===== config.mk =====
export PLATFORM = sky130hd
export DESIGN_NAME = fixed_slot_pool_allocator_top
export DESIGN_NICKNAME = d
export VERILOG_FILES = /design/src/rtl/core/fspa_pkg.sv /design/src/rtl/core/fixed_slot_pool_allocator_top.sv /design/src/rtl/core/fspa_slot_state.sv /design/src/rtl/core/fspa_size_ram.sv /design/src/rtl/core/fspa_decide.sv
export SDC_FILE = /design/constraint.sdc
export NUM_CORES = 1
export LEC_CHECK = 0
export ABC_CLOCK_PERIOD_IN_PS = 58500
export BUFFER_PORTS_ARGS = -buffer_cell sky130_fd_sc_hd__buf_2
export CAP_MARGIN = 20
export CELL_PAD_IN_SITES_DETAIL_PLACEMENT = 0
export CELL_PAD_IN_SITES_GLOBAL_PLACEMENT = 1
export CORE_MARGIN = 3
export CORE_UTILIZATION = 55
export CTS_BUF_LIST = sky130_fd_sc_hd__clkbuf_16
export DETAILED_ROUTE_END_ITERATION = 10
export PLACE_DENSITY_LB_ADDON = 0.1
export SETUP_SLACK_MARGIN = 0.05
export SKIP_LAST_GASP = 1
export SLEW_MARGIN = 40
export SYNTH_ARGS = -nofsm -noshare
export SYNTH_HDL_FRONTEND = slang
export SYNTH_HIERARCHICAL = 1
export SYNTH_SLANG_ARGS = --single-unit

===== constraint.sdc =====
create_clock -name clk -period 58.5 [get_ports clk]
set_input_delay 5.85 -clock clk [delete_from_list [all_inputs] [get_ports clk]]
set_output_delay 5.85 -clock clk [all_outputs]
set_load 0.1 [all_outputs]

===== src/rtl/core/fspa_pkg.sv =====
// ----------------------------------------------------------------------------
// Slot pool allocator package
// Shared field widths, operation and status codes, and the control struct.
// ----------------------------------------------------------------------------
`default_nettype none

package fspa_pkg;

  localparam int NumSlotsDef  = 64;
  localparam int SlotBytesDef = 1024;

  localparam int OpW       = 2;
  localparam int SizeW     = 16;
  localparam int AddrW     = 17;
  localparam int StoreW    = 10;
  localparam int StatusW   = 2;
  localparam int ResAddrW  = 16;
  localparam int CopyW     = 10;
  localparam int CountOutW = 7;

  typedef enum logic [OpW-1:0] {
    OP_ALLOC   = 2'd0,
    OP_FREE    = 2'd1,
    OP_REALLOC = 2'd2
  } op_t;

  typedef enum logic [StatusW-1:0] {
    ST_ADDR    = 2'd0,
    ST_NULL    = 2'd1,
    ST_OOM     = 2'd2,
    ST_BADADDR = 2'd3
  } status_t;

  // action on the free stack; top of stack is the free list head
  typedef enum logic [1:0] {
    STK_HOLD = 2'd0,
    STK_POP  = 2'd1,
    STK_PUSH = 2'd2,
    STK_SWAP = 2'd3
  } stk_op_t;

  typedef struct packed {
    stk_op_t stk_op;
    logic    size_wr;
  } ctrl_t;

endpackage

`default_nettype wire


===== src/rtl/core/fixed_slot_pool_allocator_top.sv =====
// ----------------------------------------------------------------------------
// Fixed slot pool allocator
// Allocate, free and reallocate equal slots from a LIFO free list.
// ----------------------------------------------------------------------------
// Usage:
//   Input channel (in_valid/in_ready) carries one request item: op,
//   req_size, addr, addr_is_null. Output channel (out_valid/out_ready)
//   returns exactly one result item per request: status, result_addr,
//   copy_len, slots_in_use.
//   An item taken into the input register moves on into the result register,
//   with out_valid high, once the result register is empty or its item is taken.
//   The decode, the free stack head and the stored size lookup sit between
//   the two registers. Throughput is one item per cycle while the receiver
//   does not stall; the stored size memory is read at accept time, so its
//   registered read port sets the input register stage.
//   While the receiver stalls, the result register holds and one more item
//   is still taken into the input register; after that in_ready drops.
//   Reset empties both registers, links the free list in slot order, clears
//   all in-use marks and the use count. No clearing pass: the stored size of a
//   slot is written by each allocation of it and is undefined until then.
// ----------------------------------------------------------------------------
`default_nettype none

module fixed_slot_pool_allocator_top #(
  parameter int NUM_SLOTS  = fspa_pkg::NumSlotsDef,
  parameter int SLOT_BYTES = fspa_pkg::SlotBytesDef
) (
  input  logic                           clk,
  input  logic                           rst,
  input  logic                           in_valid,
  output logic                           in_ready,
  input  logic [fspa_pkg::OpW-1:0]       op,
  input  logic [fspa_pkg::SizeW-1:0]     req_size,
  input  logic [fspa_pkg::AddrW-1:0]     addr,
  input  logic                           addr_is_null,
  output logic                           out_valid,
  input  logic                           out_ready,
  output logic [fspa_pkg::StatusW-1:0]   status,
  output logic [fspa_pkg::ResAddrW-1:0]  result_addr,
  output logic [fspa_pkg::CopyW-1:0]     copy_len,
  output logic [fspa_pkg::CountOutW-1:0] slots_in_use
);
  import fspa_pkg::*;

  localparam int IdxW = $clog2(NUM_SLOTS);
  localparam int CntW = $clog2(NUM_SLOTS + 1);
  localparam int ExtW = CntW + CountOutW;

  // input register
  logic             it_valid;
  logic [OpW-1:0]   it_op;
  logic [SizeW-1:0] it_size;
  logic [AddrW-1:0] it_addr;
  logic             it_null;

  logic advance;
  logic accept;

  logic [IdxW-1:0]     ns;
  logic [IdxW-1:0]     os;
  logic                empty;
  logic                os_in_use;
  logic [CntW-1:0]     cnt_next;
  logic [ExtW-1:0]     cnt_ext;
  logic [StoreW-1:0]   old_size;
  ctrl_t               ctrl;
  status_t             dec_status;
  logic [ResAddrW-1:0] dec_addr;
  logic [CopyW-1:0]    dec_copy;

  assign advance  = it_valid && (!out_valid || out_ready);
  assign in_ready = !it_valid || advance;
  assign accept   = in_valid && in_ready;

  always_ff @(posedge clk) begin
    if (rst) begin
      it_valid <= 1'b0;
    end else if (accept) begin
      it_valid <= 1'b1;
    end else if (advance) begin
      it_valid <= 1'b0;
    end
  end

  always_ff @(posedge clk) begin
    if (accept) begin
      it_op   <= op;
      it_size <= req_size;
      it_addr <= addr;
      it_null <= addr_is_null;
    end
  end

  fspa_size_ram #(
    .NUM_SLOTS  (NUM_SLOTS),
    .SLOT_BYTES (SLOT_BYTES)
  ) u_size_ram (
    .clk     (clk),
    .rd_en   (accept),
    .rd_addr (addr),
    .wr_en   (advance && ctrl.size_wr),
    .wr_slot (ns),
    .wr_data (it_size[StoreW-1:0]),
    .rd_data (old_size)
  );

  fspa_slot_state #(
    .NUM_SLOTS (NUM_SLOTS)
  ) u_slot_state (
    .clk       (clk),
    .rst       (rst),
    .fire      (advance),
    .stk_op    (ctrl.stk_op),
    .os        (os),
    .ns        (ns),
    .empty     (empty),
    .os_in_use (os_in_use),
    .cnt_next  (cnt_next)
  );

  fspa_decide #(
    .NUM_SLOTS  (NUM_SLOTS),
    .SLOT_BYTES (SLOT_BYTES)
  ) u_decide (
    .op           (it_op),
    .req_size     (it_size),
    .addr         (it_addr),
    .addr_is_null (it_null),
    .ns           (ns),
    .empty        (empty),
    .os_in_use    (os_in_use),
    .old_size     (old_size),
    .os           (os),
    .ctrl         (ctrl),
    .status       (dec_status),
    .result_addr  (dec_addr),
    .copy_len     (dec_copy)
  );

  assign cnt_ext = ExtW'(cnt_next);

  // result register
  always_ff @(posedge clk) begin
    if (rst) begin
      out_valid <= 1'b0;
    end else if (advance) begin
      out_valid <= 1'b1;
    end else if (out_ready) begin
      out_valid <= 1'b0;
    end
  end

  always_ff @(posedge clk) begin
    if (advance) begin
      status       <= dec_status;
      result_addr  <= dec_addr;
      copy_len     <= dec_copy;
      slots_in_use <= cnt_ext[CountOutW-1:0];
    end
  end

endmodule

`default_nettype wire


===== src/rtl/core/fspa_slot_state.sv =====
// ----------------------------------------------------------------------------
// Slot state
// Free list kept as a shift-register stack, in-use marks and use count.
// ----------------------------------------------------------------------------
`default_nettype none

module fspa_slot_state #(
  parameter int NUM_SLOTS = fspa_pkg::NumSlotsDef
) (
  input  logic                          clk,
  input  logic                          rst,
  input  logic                          fire,
  input  fspa_pkg::stk_op_t             stk_op,
  input  logic [$clog2(NUM_SLOTS)-1:0]  os,
  output logic [$clog2(NUM_SLOTS)-1:0]  ns,
  output logic                          empty,
  output logic                          os_in_use,
  output logic [$clog2(NUM_SLOTS+1)-1:0] cnt_next
);
  import fspa_pkg::*;

  localparam int IdxW = $clog2(NUM_SLOTS);
  localparam int CntW = $clog2(NUM_SLOTS + 1);

  logic [IdxW-1:0]      stk [NUM_SLOTS];
  logic [NUM_SLOTS-1:0] in_use;
  logic [CntW-1:0]      cnt;

  assign ns        = stk[0];
  assign empty     = (cnt == CntW'(NUM_SLOTS));
  assign os_in_use = in_use[os];

  always_comb begin
    cnt_next = cnt;
    case (stk_op)
      STK_POP:  cnt_next = cnt + CntW'(1);
      STK_PUSH: cnt_next = cnt - CntW'(1);
      default:  cnt_next = cnt;
    endcase
  end

  // entry 0 is the head; pop shifts up, push shifts down
  for (genvar i = 0; i < NUM_SLOTS; i++) begin : g_stk
    logic [IdxW-1:0] below;
    logic [IdxW-1:0] above;

    if (i == NUM_SLOTS - 1) begin : g_last
      assign below = stk[i];
    end else begin : g_mid
      assign below = stk[i+1];
    end

    if (i == 0) begin : g_head
      assign above = os;
    end else begin : g_rest
      assign above = stk[i-1];
    end

    always_ff @(posedge clk) begin
      if (rst) begin
        stk[i] <= IdxW'(i);
      end else if (fire) begin
        case (stk_op)
          STK_POP:  stk[i] <= below;
          STK_PUSH: stk[i] <= above;
          STK_SWAP: stk[i] <= (i == 0) ? os : stk[i];
          default:  stk[i] <= stk[i];
        endcase
      end
    end
  end

  always_ff @(posedge clk) begin
    if (rst) begin
      in_use <= '0;
      cnt    <= '0;
    end else if (fire) begin
      cnt <= cnt_next;
      case (stk_op)
        STK_POP: begin
          in_use[ns] <= 1'b1;
        end
        STK_PUSH: begin
          in_use[os] <= 1'b0;
        end
        STK_SWAP: begin
          in_use[ns] <= 1'b1;
          in_use[os] <= 1'b0;
        end
        default: ;
      endcase
    end
  end

endmodule

`default_nettype wire


===== src/rtl/core/fspa_size_ram.sv =====
// ----------------------------------------------------------------------------
// Stored size memory
// Per-slot request size; read at accept time, with a one-deep bypass of
// the write made by the item processed in the same cycle.
// ----------------------------------------------------------------------------
`default_nettype none

module fspa_size_ram #(
  parameter int NUM_SLOTS  = fspa_pkg::NumSlotsDef,
  parameter int SLOT_BYTES = fspa_pkg::SlotBytesDef
) (
  input  logic                         clk,
  input  logic                         rd_en,
  input  logic [fspa_pkg::AddrW-1:0]   rd_addr,
  input  logic                         wr_en,
  input  logic [$clog2(NUM_SLOTS)-1:0] wr_slot,
  input  logic [fspa_pkg::StoreW-1:0]  wr_data,
  output logic [fspa_pkg::StoreW-1:0]  rd_data
);
  import fspa_pkg::*;

  localparam int IdxW      = $clog2(NUM_SLOTS);
  localparam int SlotShift = $clog2(SLOT_BYTES);

  logic [StoreW-1:0] mem [NUM_SLOTS];
  logic [StoreW-1:0] rd_q;
  logic              byp_hit;
  logic [StoreW-1:0] byp_data;
  logic [IdxW-1:0]   rd_slot;

  assign rd_slot = IdxW'(rd_addr >> SlotShift);

  always_ff @(posedge clk) begin
    if (wr_en) begin
      mem[wr_slot] <= wr_data;
    end
    if (rd_en) begin
      rd_q <= mem[rd_slot];
    end
  end

  always_ff @(posedge clk) begin
    if (rd_en) begin
      byp_hit  <= wr_en && (wr_slot == rd_slot);
      byp_data <= wr_data;
    end
  end

  assign rd_data = byp_hit ? byp_data : rd_q;

endmodule

`default_nettype wire


===== src/rtl/core/fspa_decide.sv =====
// ----------------------------------------------------------------------------
// Request decode
// Decides status, stack action, block address and copy length for one item.
// ----------------------------------------------------------------------------
`default_nettype none

module fspa_decide #(
  parameter int NUM_SLOTS  = fspa_pkg::NumSlotsDef,
  parameter int SLOT_BYTES = fspa_pkg::SlotBytesDef
) (
  input  logic [fspa_pkg::OpW-1:0]      op,
  input  logic [fspa_pkg::SizeW-1:0]    req_size,
  input  logic [fspa_pkg::AddrW-1:0]    addr,
  input  logic                          addr_is_null,
  input  logic [$clog2(NUM_SLOTS)-1:0]  ns,
  input  logic                          empty,
  input  logic                          os_in_use,
  input  logic [fspa_pkg::StoreW-1:0]   old_size,
  output logic [$clog2(NUM_SLOTS)-1:0]  os,
  output fspa_pkg::ctrl_t               ctrl,
  output fspa_pkg::status_t             status,
  output logic [fspa_pkg::ResAddrW-1:0] result_addr,
  output logic [fspa_pkg::CopyW-1:0]    copy_len
);
  import fspa_pkg::*;

  localparam int IdxW      = $clog2(NUM_SLOTS);
  localparam int SlotShift = $clog2(SLOT_BYTES);
  localparam int PoolBytes = NUM_SLOTS * SLOT_BYTES;
  localparam int PoolW     = $clog2(PoolBytes + 1);
  localparam int CmpW      = (PoolW > AddrW) ? PoolW : AddrW;
  localparam int SumW0     = IdxW + SlotShift + 1;
  localparam int SumW      = (SumW0 > AddrW) ? SumW0 : AddrW;
  localparam int SizeCmpW  = SizeW + 1;

  logic              size_zero;
  logic              too_big;
  logic              alloc_ok;
  logic              addr_ok;
  logic              same_slot;
  logic [SumW-1:0]   where;
  logic [StoreW-1:0] old_eff;
  logic [StoreW-1:0] min_len;

  assign size_zero = (req_size == '0);
  assign too_big   = (SizeCmpW'(req_size) >= SizeCmpW'(SLOT_BYTES));
  assign alloc_ok  = !size_zero && !too_big && !empty;
  assign addr_ok   = (CmpW'(addr) < CmpW'(PoolBytes));
  assign os        = IdxW'(addr >> SlotShift);
  assign same_slot = (os == ns);

  // block sits at the end of its slot
  assign where = (SumW'(ns) << SlotShift) + SumW'(SLOT_BYTES) - SumW'(req_size);

  // old block in the slot just taken: its size was overwritten first
  assign old_eff = same_slot ? req_size[StoreW-1:0] : old_size;
  assign min_len = (SizeW'(old_eff) < req_size) ? old_eff : req_size[StoreW-1:0];

  always_comb begin
    status       = ST_NULL;
    ctrl.stk_op  = STK_HOLD;
    ctrl.size_wr = 1'b0;
    copy_len     = '0;
    case (op)
      OP_ALLOC: begin
        if (size_zero) begin
          status = ST_NULL;
        end else if (!alloc_ok) begin
          status = ST_OOM;
        end else begin
          status       = ST_ADDR;
          ctrl.stk_op  = STK_POP;
          ctrl.size_wr = 1'b1;
        end
      end
      OP_FREE: begin
        if (addr_is_null) begin
          status = ST_NULL;
        end else if (!addr_ok) begin
          status = ST_BADADDR;
        end else begin
          status = ST_NULL;
          if (os_in_use) begin
            ctrl.stk_op = STK_PUSH;
          end
        end
      end
      OP_REALLOC: begin
        if (size_zero) begin
          if (addr_is_null) begin
            status = ST_NULL;
          end else if (!addr_ok) begin
            status = ST_BADADDR;
          end else begin
            status = ST_NULL;
            if (os_in_use) begin
              ctrl.stk_op = STK_PUSH;
            end
          end
        end else if (!alloc_ok) begin
          status = ST_OOM;
        end else if (addr_is_null) begin
          status       = ST_ADDR;
          ctrl.stk_op  = STK_POP;
          ctrl.size_wr = 1'b1;
        end else if (!addr_ok) begin
          // new block taken and handed straight back; only its size sticks
          status       = ST_BADADDR;
          ctrl.size_wr = 1'b1;
        end else begin
          status       = ST_ADDR;
          ctrl.size_wr = 1'b1;
          copy_len     = min_len;
          if (same_slot) begin
            ctrl.stk_op = STK_HOLD;
          end else if (os_in_use) begin
            ctrl.stk_op = STK_SWAP;
          end else begin
            ctrl.stk_op = STK_POP;
          end
        end
      end
      default: begin
        status = ST_NULL;
      end
    endcase
  end

  assign result_addr = (status == ST_ADDR) ? where[ResAddrW-1:0] : '0;

endmodule

`default_nettype wire


After elaboration in Yosys (flattened, before gate mapping)
Memories as Yosys holds them, arrays and structs flattened. A register that Yosys moved wholly into a read port is not among the register bits.
Cells that the tools add are included.
{"block": "op_classes", "add_sub_neg": 4, "n_eq_ne": 8, "reduce_logical": 24, "bitwise": 263, "muxes": 314, "n_lt_le_gt_ge": 7}
{"operator": "$mux 6", "count": 256}
{"operator": "$or 1x1->1", "count": 256}
{"operator": "$pmux 64 s3", "count": 1}
{"operator": "$and 64x64->64", "count": 2}
{"operator": "$not 64->64", "count": 1}
{"operator": "$or 64x64->64", "count": 1}
{"operator": "$mux 2", "count": 16}
{"operator": "$mux 10", "count": 3}
{"operator": "$mux 1", "count": 28}
{"operator": "$lt 17x17->1 const B", "count": 1}
{"operator": "$add 16x11->16 const B", "count": 1}
{"operator": "$ge 16x11->1 const B", "count": 1}
{"operator": "$logic_not 16->1", "count": 1}
{"operator": "$lt 10x16->1", "count": 1}
{"operator": "$sub 16x16->16", "count": 1}
{"operator": "$lt 6x7->1 const B", "count": 2}
{"operator": "$pmux 7 s2", "count": 1}
{"operator": "$demux 1 s6", "count": 2}
{"operator": "$eq 6x6->1", "count": 2}
{"operator": "$ge 6x1->1 const B", "count": 2}
{"operator": "$pmux 2 s3", "count": 2}
{"operator": "$mux 3", "count": 3}
{"operator": "$logic_and 1x1->1", "count": 8}
{"operator": "$add 7x1->7 const B", "count": 1}
{"operator": "15 further kinds", "count": 27}
{"block": "word_totals", "reg_bits": 155, "input_bits": 40, "wordCells": 636, "out_inout_bits": 37, "ramBits": 1024, "mem_count": 2}
{"memory": "u_size_ram.mem", "depth": 64, "word_bits": 10, "read_ports": 1, "rd_clocked_by_memory_dff": 1, "write_ports": 1, "line_no": "fspa_size_ram.sv:25", "source": "logic [StoreW-1:0] mem [NUM_SLOTS];"}
{"memory": "u_slot_state.stk", "depth": 64, "word_bits": 6, "read_ports": 64, "rd_clocked_by_memory_dff": 0, "write_ports": 64, "line_no": "fspa_slot_state.sv:25", "source": "logic [IdxW-1:0] stk [NUM_SLOTS];"}

Depth between registers and ports, before layout
Gate-level depths: netlist (run 1).
{"block": "logic_depth", "ltp_word": 18, "depth_mapped": 21, "ltp_nobuf": 17}

Hierarchy
The synthesis (run 1) kept the hierarchy.
{"module": "fspa_size_ram", "cells_per_inst": 1188, "n_inst": 1, "area_per_inst_um2": 25794.7, "seq_area_each_um2": 19849.0}
{"module": "fspa_slot_state", "cells_per_inst": 1397, "n_inst": 1, "area_per_inst_um2": 19622.6, "seq_area_each_um2": 12952.4}
{"module": "fixed_slot_pool_allocator_top", "cells_per_inst": 82, "n_inst": 1, "area_per_inst_um2": 2240.9, "seq_area_each_um2": 2172.1}
{"module": "fspa_decide", "cells_per_inst": 194, "n_inst": 1, "area_per_inst_um2": 1385.1, "seq_area_each_um2": 0.0}

Least setup slack after synthesis (run 1)
Ideal clock, no wire load.
{"block": "synth_timing", "path_type": "input -> register", "from": "input port out_ready", "to": "memory u_slot_state/stk[63][0] (netlist bit), enable pin", "cell_stages": 7, "setup_time_ns": 0.341, "required_time_ns": 58.159, "slack_ns": 32.416, "t_arrival_ns": 25.742, "path_buffers": 2, "path_cell_list": "nand2b_1 > and2_1 > buf_2 > nand2b_1 > clkbuf_1 > o21bai_1 > and2_1"}
{"element": "start: declaration", "line_no": "fixed_slot_pool_allocator_top.sv:37", "source": "input logic out_ready,"}
{"element": "end: declaration", "line_no": "fspa_slot_state.sv:25"}

Worst setup path after layout (run 1)
{"block": "layout_timing", "from": "input port out_ready", "to": "output port in_ready"}
{"block": "layout_between", "elab_chain_cells": 3}
{"element": "$logic_or 1x1->1", "line_no": "fixed_slot_pool_allocator_top.sv:71", "source": "assign advance = it_valid && (!out_valid || out_ready);"}
{"element": "$logic_and 1x1->1", "line_no": "fixed_slot_pool_allocator_top.sv:71"}
{"element": "$logic_or 1x1->1", "line_no": "fixed_slot_pool_allocator_top.sv:72", "source": "assign in_ready = !it_valid || advance;"}
{"element": "end: declaration", "line_no": "fixed_slot_pool_allocator_top.sv:31", "source": "output logic in_ready,"}
No other way between the ends.

==> run summary, run 1 <==
drt total wl = 107600 um
# H-tree levels = 3
worst slack, placed = 46140 ps
Die Wd = 303.7 um
PwrDens = 32.73 mW/mm^2
Worst Path Arrival = 6510 ps
CP top delay family = buffers and inverters
status = complete, no violations
element type at the critical path end = primary output
synthesized area = 0.04874 mm^2
Rows = 108
setup ws final = 46140 ps
path type of the worst setup path = in2out
IR drop worst, VDD = 31.07 uV
layout cells sized above 1 = 18.58%
reg2reg end = u_slot_state/stk[16][4]$_DFFE_PP_
startpoint of the worst hold path = it_valid$_SDFFE_PP0P_
CP startpoint kind = primary input
CTS Root Cell = clkbuf_16
Max-Cap Viols = 0
hold path endpoint = out_valid$_SDFFE_PP0P_
PortBufs = 66
CP dominant cell by count = buf_2
GRT overflow = 0
Max Buffers Root-to-Sink = 3
CTS Buf Count = 118
GP Congestion = 0.8407
Worst-Margin Slew = 959.4 ps
R2R setup slack = 52680 ps
FMAX = 80.90 MHz
post-route ant nets = 0
total track usage = 22.98%
CP max FO = 3
Fin. Hold Viols = 0
R2R cell count = 14
DR vias = 26780
clk slew on worst S/H paths = 50 ps
Resize count post-CTS = 0
die area = 0.09223 mm^2
worst-path cell chain = buf_2 > nand3b_4 > buf_2
Slowest cell on crit path = buf_2
Synth warnings = 6
Top Layer Used = met4
nets = 2926
DRC = 0
clock sinks = 1179
placed wire-length estimate = 61720 um
Tcrit/Tclk final = 21.13%
met3 wire len = 6224 um
worst hold stages = 2
die height = 303.7 um
Core Region = 0.08729 mm^2
static leakage = 16.70 nW
Initial Utilization = 55.84%
Slew Limit Fails = 0
clock skew = 23.63 ps
Post-CTS Repair Setup Buffers = 0
CTS tree = built
clk_lat worst skew = 690 ps
Iteration-0 DRC Markers = 2835
RSZ-0062 raised after global routing = no
vias in the first global route = 27130
Final Critical Period = 12360 ps
pin count of the biggest net entering global routing = 182
relative slew slack = 35.86%
slowest stage delay, CP = 430 ps
reg-to-reg startpoint = it_addr[10]$_DFFE_PP_
Crit path buffers/inverters = 2
worst min-delay path class = reg2reg
antenna violations before repair = 1
syn avg cell area = 17.10 um^2
Mapped Cells = 2851
Layout area overhead = 10.91%
Avg WL per Cell = 26.18 um
1st-pass router iterations = 5
count of final setup violators = 0
met1 WL = 43960 um
first-pass GRT wire length = 164400 um
routed vias/inst = 6.514
Post-CTS Hold Buffers = 0
Data required, critical path = 52650 ps
DR WL met2 = 53290 um
# IOs = 77
Setup TNS Final = 0 ps
Mapped Nets = 2917
## registers in the layout (all words and copies together) (netlist names), 7 cells and up
signal / count
u_size_ram/byp_data: 10
copy_len: 10
u_size_ram/rd_q: 10
u_size_ram/mem: 640
u_slot_state/cnt: 7
slots_in_use: 7
u_slot_state/in_use: 64
u_slot_state/stk: 384
result_addr: 16
it_size: 16
it_addr: 7
## per-layer routing
| layer | GRT usage (%) | vias to the layer above |
|---|---|---|
| li1 | - | 11790 |
| met1 | 31.45 | 13800 |
| met2 | 37.83 | 961 |
| met3 | 3.218 | 224 |
| met4 | 8.904 | 0 |
| met5 | 0 | - |
## worst reg2reg max path, delay by kind of cell (launching register included)
family	cells	cell delay, ps
fa+ha+maj	1	200
simple gates	2	640
mux	2	820
flops	1	320
buf+inv	5	2600
compound gates	4	820
## worst max path at each step
stage,start,to,slack (ps),cells past startpoint
after floorplan,out_ready,u_slot_state/stk[63][0]$_SDFFCE_PN1P_,32420,7
after global placement,out_ready,in_ready,46150,3
after detailed placement,out_ready,in_ready,46140,3
after CTS,out_ready,in_ready,46140,3
after global routing,out_ready,in_ready,46120,3
final,out_ready,in_ready,46140,3
## report_power, final
group          total (mW)  switching [mW]  leakage, nW  internal (mW)
Sequential          0.936         0.00511         10.4          0.930
Combinational      0.0784          0.0556         4.33         0.0228
Clock               0.755           0.315         1.97          0.440
## final cells by class
class	instances	area (um^2)
diodes	1	2.502
repair buffers	114	818.3
flip-flops and latches	1179	34670
fillers	6198	33230
multi-input cells	1422	13120
inverters	25	93.84
well taps	1155	1445
clock inverters	96	932.1
clock buffers	119	2978
## cell usage in the layout, fill, tap and decap left out, types with 18 or more instances in the layout
master,count
xnor2_1,23
ha_1,25
edfxtp_1,1106
buf_2,63
nor2_1,71
o22ai_1,72
nor2_2,63
nor2b_1,23
nand2b_1,24
a211oi_1,68
nand3_1,24
mux4_2,140
a22o_1,187
clkinv_1,24
a21oi_1,87
buf_4,29
mux4_1,22
o22a_1,189
o21ai_0,34
mux2i_1,43
clkbuf_16,119
buf_6,18
dfxtp_1,73
clkinv_2,28
nand2_1,61
inv_1,36
a22oi_1,20
## metrics by stage
step	hold WS [ps]	instances	cell area (um^2)	util (%)	total power, mW
4_1_cts	517.6	4110	54000	61.86	1.785
3_3_place_gp	505.1	3892	49810	57.06	1.029
6_report	513.9	4111	54060	61.93	1.769
2_1_floorplan	469.0	2851	48740	-	1.015
5_1_grt	556.3	4110	54060	61.93	1.825
3_5_place_dp	507.8	3895	50090	57.38	1.032
(Power assumes the default switching activity.)
==> run 2, diff against run 1 <==
--- a/config.mk
+++ b/config.mk
@@ -5,7 +5,7 @@
 export SDC_FILE = /design/constraint.sdc
 export NUM_CORES = 1
 export LEC_CHECK = 0
-export ABC_CLOCK_PERIOD_IN_PS = 58500
+export ABC_CLOCK_PERIOD_IN_PS = 11750
 export BUFFER_PORTS_ARGS = -buffer_cell sky130_fd_sc_hd__buf_2
 export CAP_MARGIN = 20
 export CELL_PAD_IN_SITES_DETAIL_PLACEMENT = 0
==> constraint.sdc (replaced) <==
create_clock -name clk -period 11.75 [get_ports clk]
set_input_delay 1.175 -clock clk [delete_from_list [all_inputs] [get_ports clk]]
set_output_delay 1.175 -clock clk [all_outputs]
set_load 0.1 [all_outputs]
==> run summary, run 2 (synthesis gave the netlist of run 1 again) <==
GR Util met2 = 38.56%
PortBufs = 66
relative slew slack = 39.06%
CTS tree = built
fin area = 0.05397 mm^2
GRT overflow = 0
most common cell after layout, fill and taps aside = edfxtp_1
clock sinks = 1179
pin count of the biggest net entering global routing = 188
path type of the worst setup path = reg2reg
RSZ-0062 raised after global routing = no
drt total wl = 107700 um
Critical path origin = it_addr[10]$_DFFE_PP_
antenna cells = 0
DR vias = 26700
Data required, critical path = 12290 ps
Layout area overhead = 10.72%
first-pass GRT wire length = 164500 um
Rows = 108
reg-to-reg startpoint = it_addr[10]$_DFFE_PP_
met1 usage = 30.99%
IR drop worst, VDD = 141.6 uV
Max-Cap Viols = 0
layout cells sized above 1 = 18.12%
routed vias/inst = 6.502
Die Wd = 303.7 um
Slew Limit Fails = 0
Post-CTS Hold Buffers = 0
die height = 303.7 um
Tcrit/Tclk final = 47.02%
PwrDens = 161.3 mW/mm^2
nets = 2922
Worst-Margin Slew = 911.6 ps
FF+latch area = 0.03467 mm^2
placed insts = 3891
Final Critical Period = 5525 ps
CP top delay family = buffers and inverters
FILL cells = 6259
static leakage = 16.66 nW
grt peak-use layer = met2
CP max FO = 68
clock skew = 33.51 ps
Worst Path Arrival = 6070 ps
max FFs per register = 640
vias in the first global route = 27170
post-route ant nets = 0
placed inst area = 0.05008 mm^2
commonest non-fill, non-tap cells in the layout = edfxtp_1, o22a_1, a22o_1, mux4_2, clkbuf_16
GP Congestion = 0.8327
CTS Root Cell = clkbuf_16
CP dominant cell by count = buf_4
antenna violations before repair = 4
count of final setup violators = 0
Iteration-0 DRC Markers = 2594
worst-path cell chain = buf_4 > mux4_1 > mux2i_1 > o22ai_1 > nor3_2 > o211ai_1 > or3_1 > o2111a_1 > ha_1 > buf_4 > nand2_4 > buf_4 > buf_4 > o22a_1
CP startpoint kind = flip-flop
DRC = 0
worst min-delay path class = reg2reg
biggest regs = u_size_ram/mem: 640 flops, u_slot_state/stk: 384 flops, u_slot_state/in_use: 64 flops
utilization after layout = 61.82%
Max Buffers Root-to-Sink = 3
total track usage = 22.97%
slowest stage delay, CP = 670 ps
area of the multi-input gates = 0.01312 mm^2
clk_lat worst skew = 700 ps
# H-tree levels = 3
placed wire-length estimate = 60810 um
Crit path buffers/inverters = 4
Slowest cell on crit path = buf_4
Post-Layout Cell Count = 4107
Setup TNS Final = 0 ps
1st-pass router iterations = 5
# IOs = 77
Top reg by flops = u_size_ram/mem
Avg WL per Cell = 26.23 um
Initial Utilization = 55.84%
Post-CTS Repair Setup Buffers = 0
grt met3 use = 3.287%
startpoint of the worst hold path = u_slot_state/in_use[47]$_SDFFE_PP0P_
Fin. Hold Viols = 0
Core Region = 0.08729 mm^2
FMAX = 181.0 MHz
die area = 0.09223 mm^2
status = complete, no violations
element type at the critical path end = flip-flop
clk slew on worst S/H paths = 60 ps
Resize count post-CTS = 0
CTS Buf Count = 115
[run 2: cell types whose count changed in the layout (fill, tap and decap cells not counted), moves of 3 or more]
cell | previous run | this run
buf_6 | 18 | 6
buf_4 | 29 | 34
clkinv_2 | 28 | 15
clkinv_1 | 24 | 29
buf_16 | 1 | 4
clkinvlp_4 | 4 | 9
inv_1 | 36 | 42
clkbuf_16 | 119 | 115
[run 2: stage by stage]
step | power [mW] | hold WS, ps | setup slack, ps
floorplan | 5.023 | 469.0 | 2301
global placement | 5.123 | 498.9 | 6261
detailed placement | 5.137 | 514.6 | 6250
CTS | 8.802 | 530.9 | 6232
global route | 8.983 | 546.7 | 5846
finish | 8.704 | 528.0 | 6225
[run 2: per-layer routing]
metal,vias up,routed length (um)
met5,-,14
li1,11770,-
met3,230,5739
met2,860,53790
met4,2,3707
met1,13850,44470
[run 2: where the power goes]
group | internal [mW] | switching, mW
registers | 4.63 | 0.0253
clock network | 2.09 | 1.56
logic | 0.115 | 0.276
total | 6.84 | 1.86
[run 2: worst paths after layout]
path                            depth (start not counted)                                    to  slack (ps)
worst max-delay path                                   14     u_slot_state/stk[15][1]$_DFFE_PP_        6230
worst min register to register                          2  u_slot_state/in_use[47]$_SDFFE_PP0P_         530
worst max register to register                         14     u_slot_state/stk[15][1]$_DFFE_PP_        6230
worst min-delay path                                    2  u_slot_state/in_use[47]$_SDFFE_PP0P_         530
[run 2: tightest hold or removal path, cell delays in order, from the launching register on]
cell and delay, ps:
dfxtp_1 330, a31oi_1 50, nor3_1 110
[run 2: area by class of cell]
| class | instances | area share, % |
|---|---|---|
| clock buffer | 115 | 5.332 |
| clock inverter | 98 | 1.672 |
| inverter | 25 | 0.1739 |
| multi-input combinational | 1422 | 24.31 |
| sequential | 1179 | 64.25 |
| tap | 1155 | 2.678 |
| timing repair buffer | 113 | 1.588 |
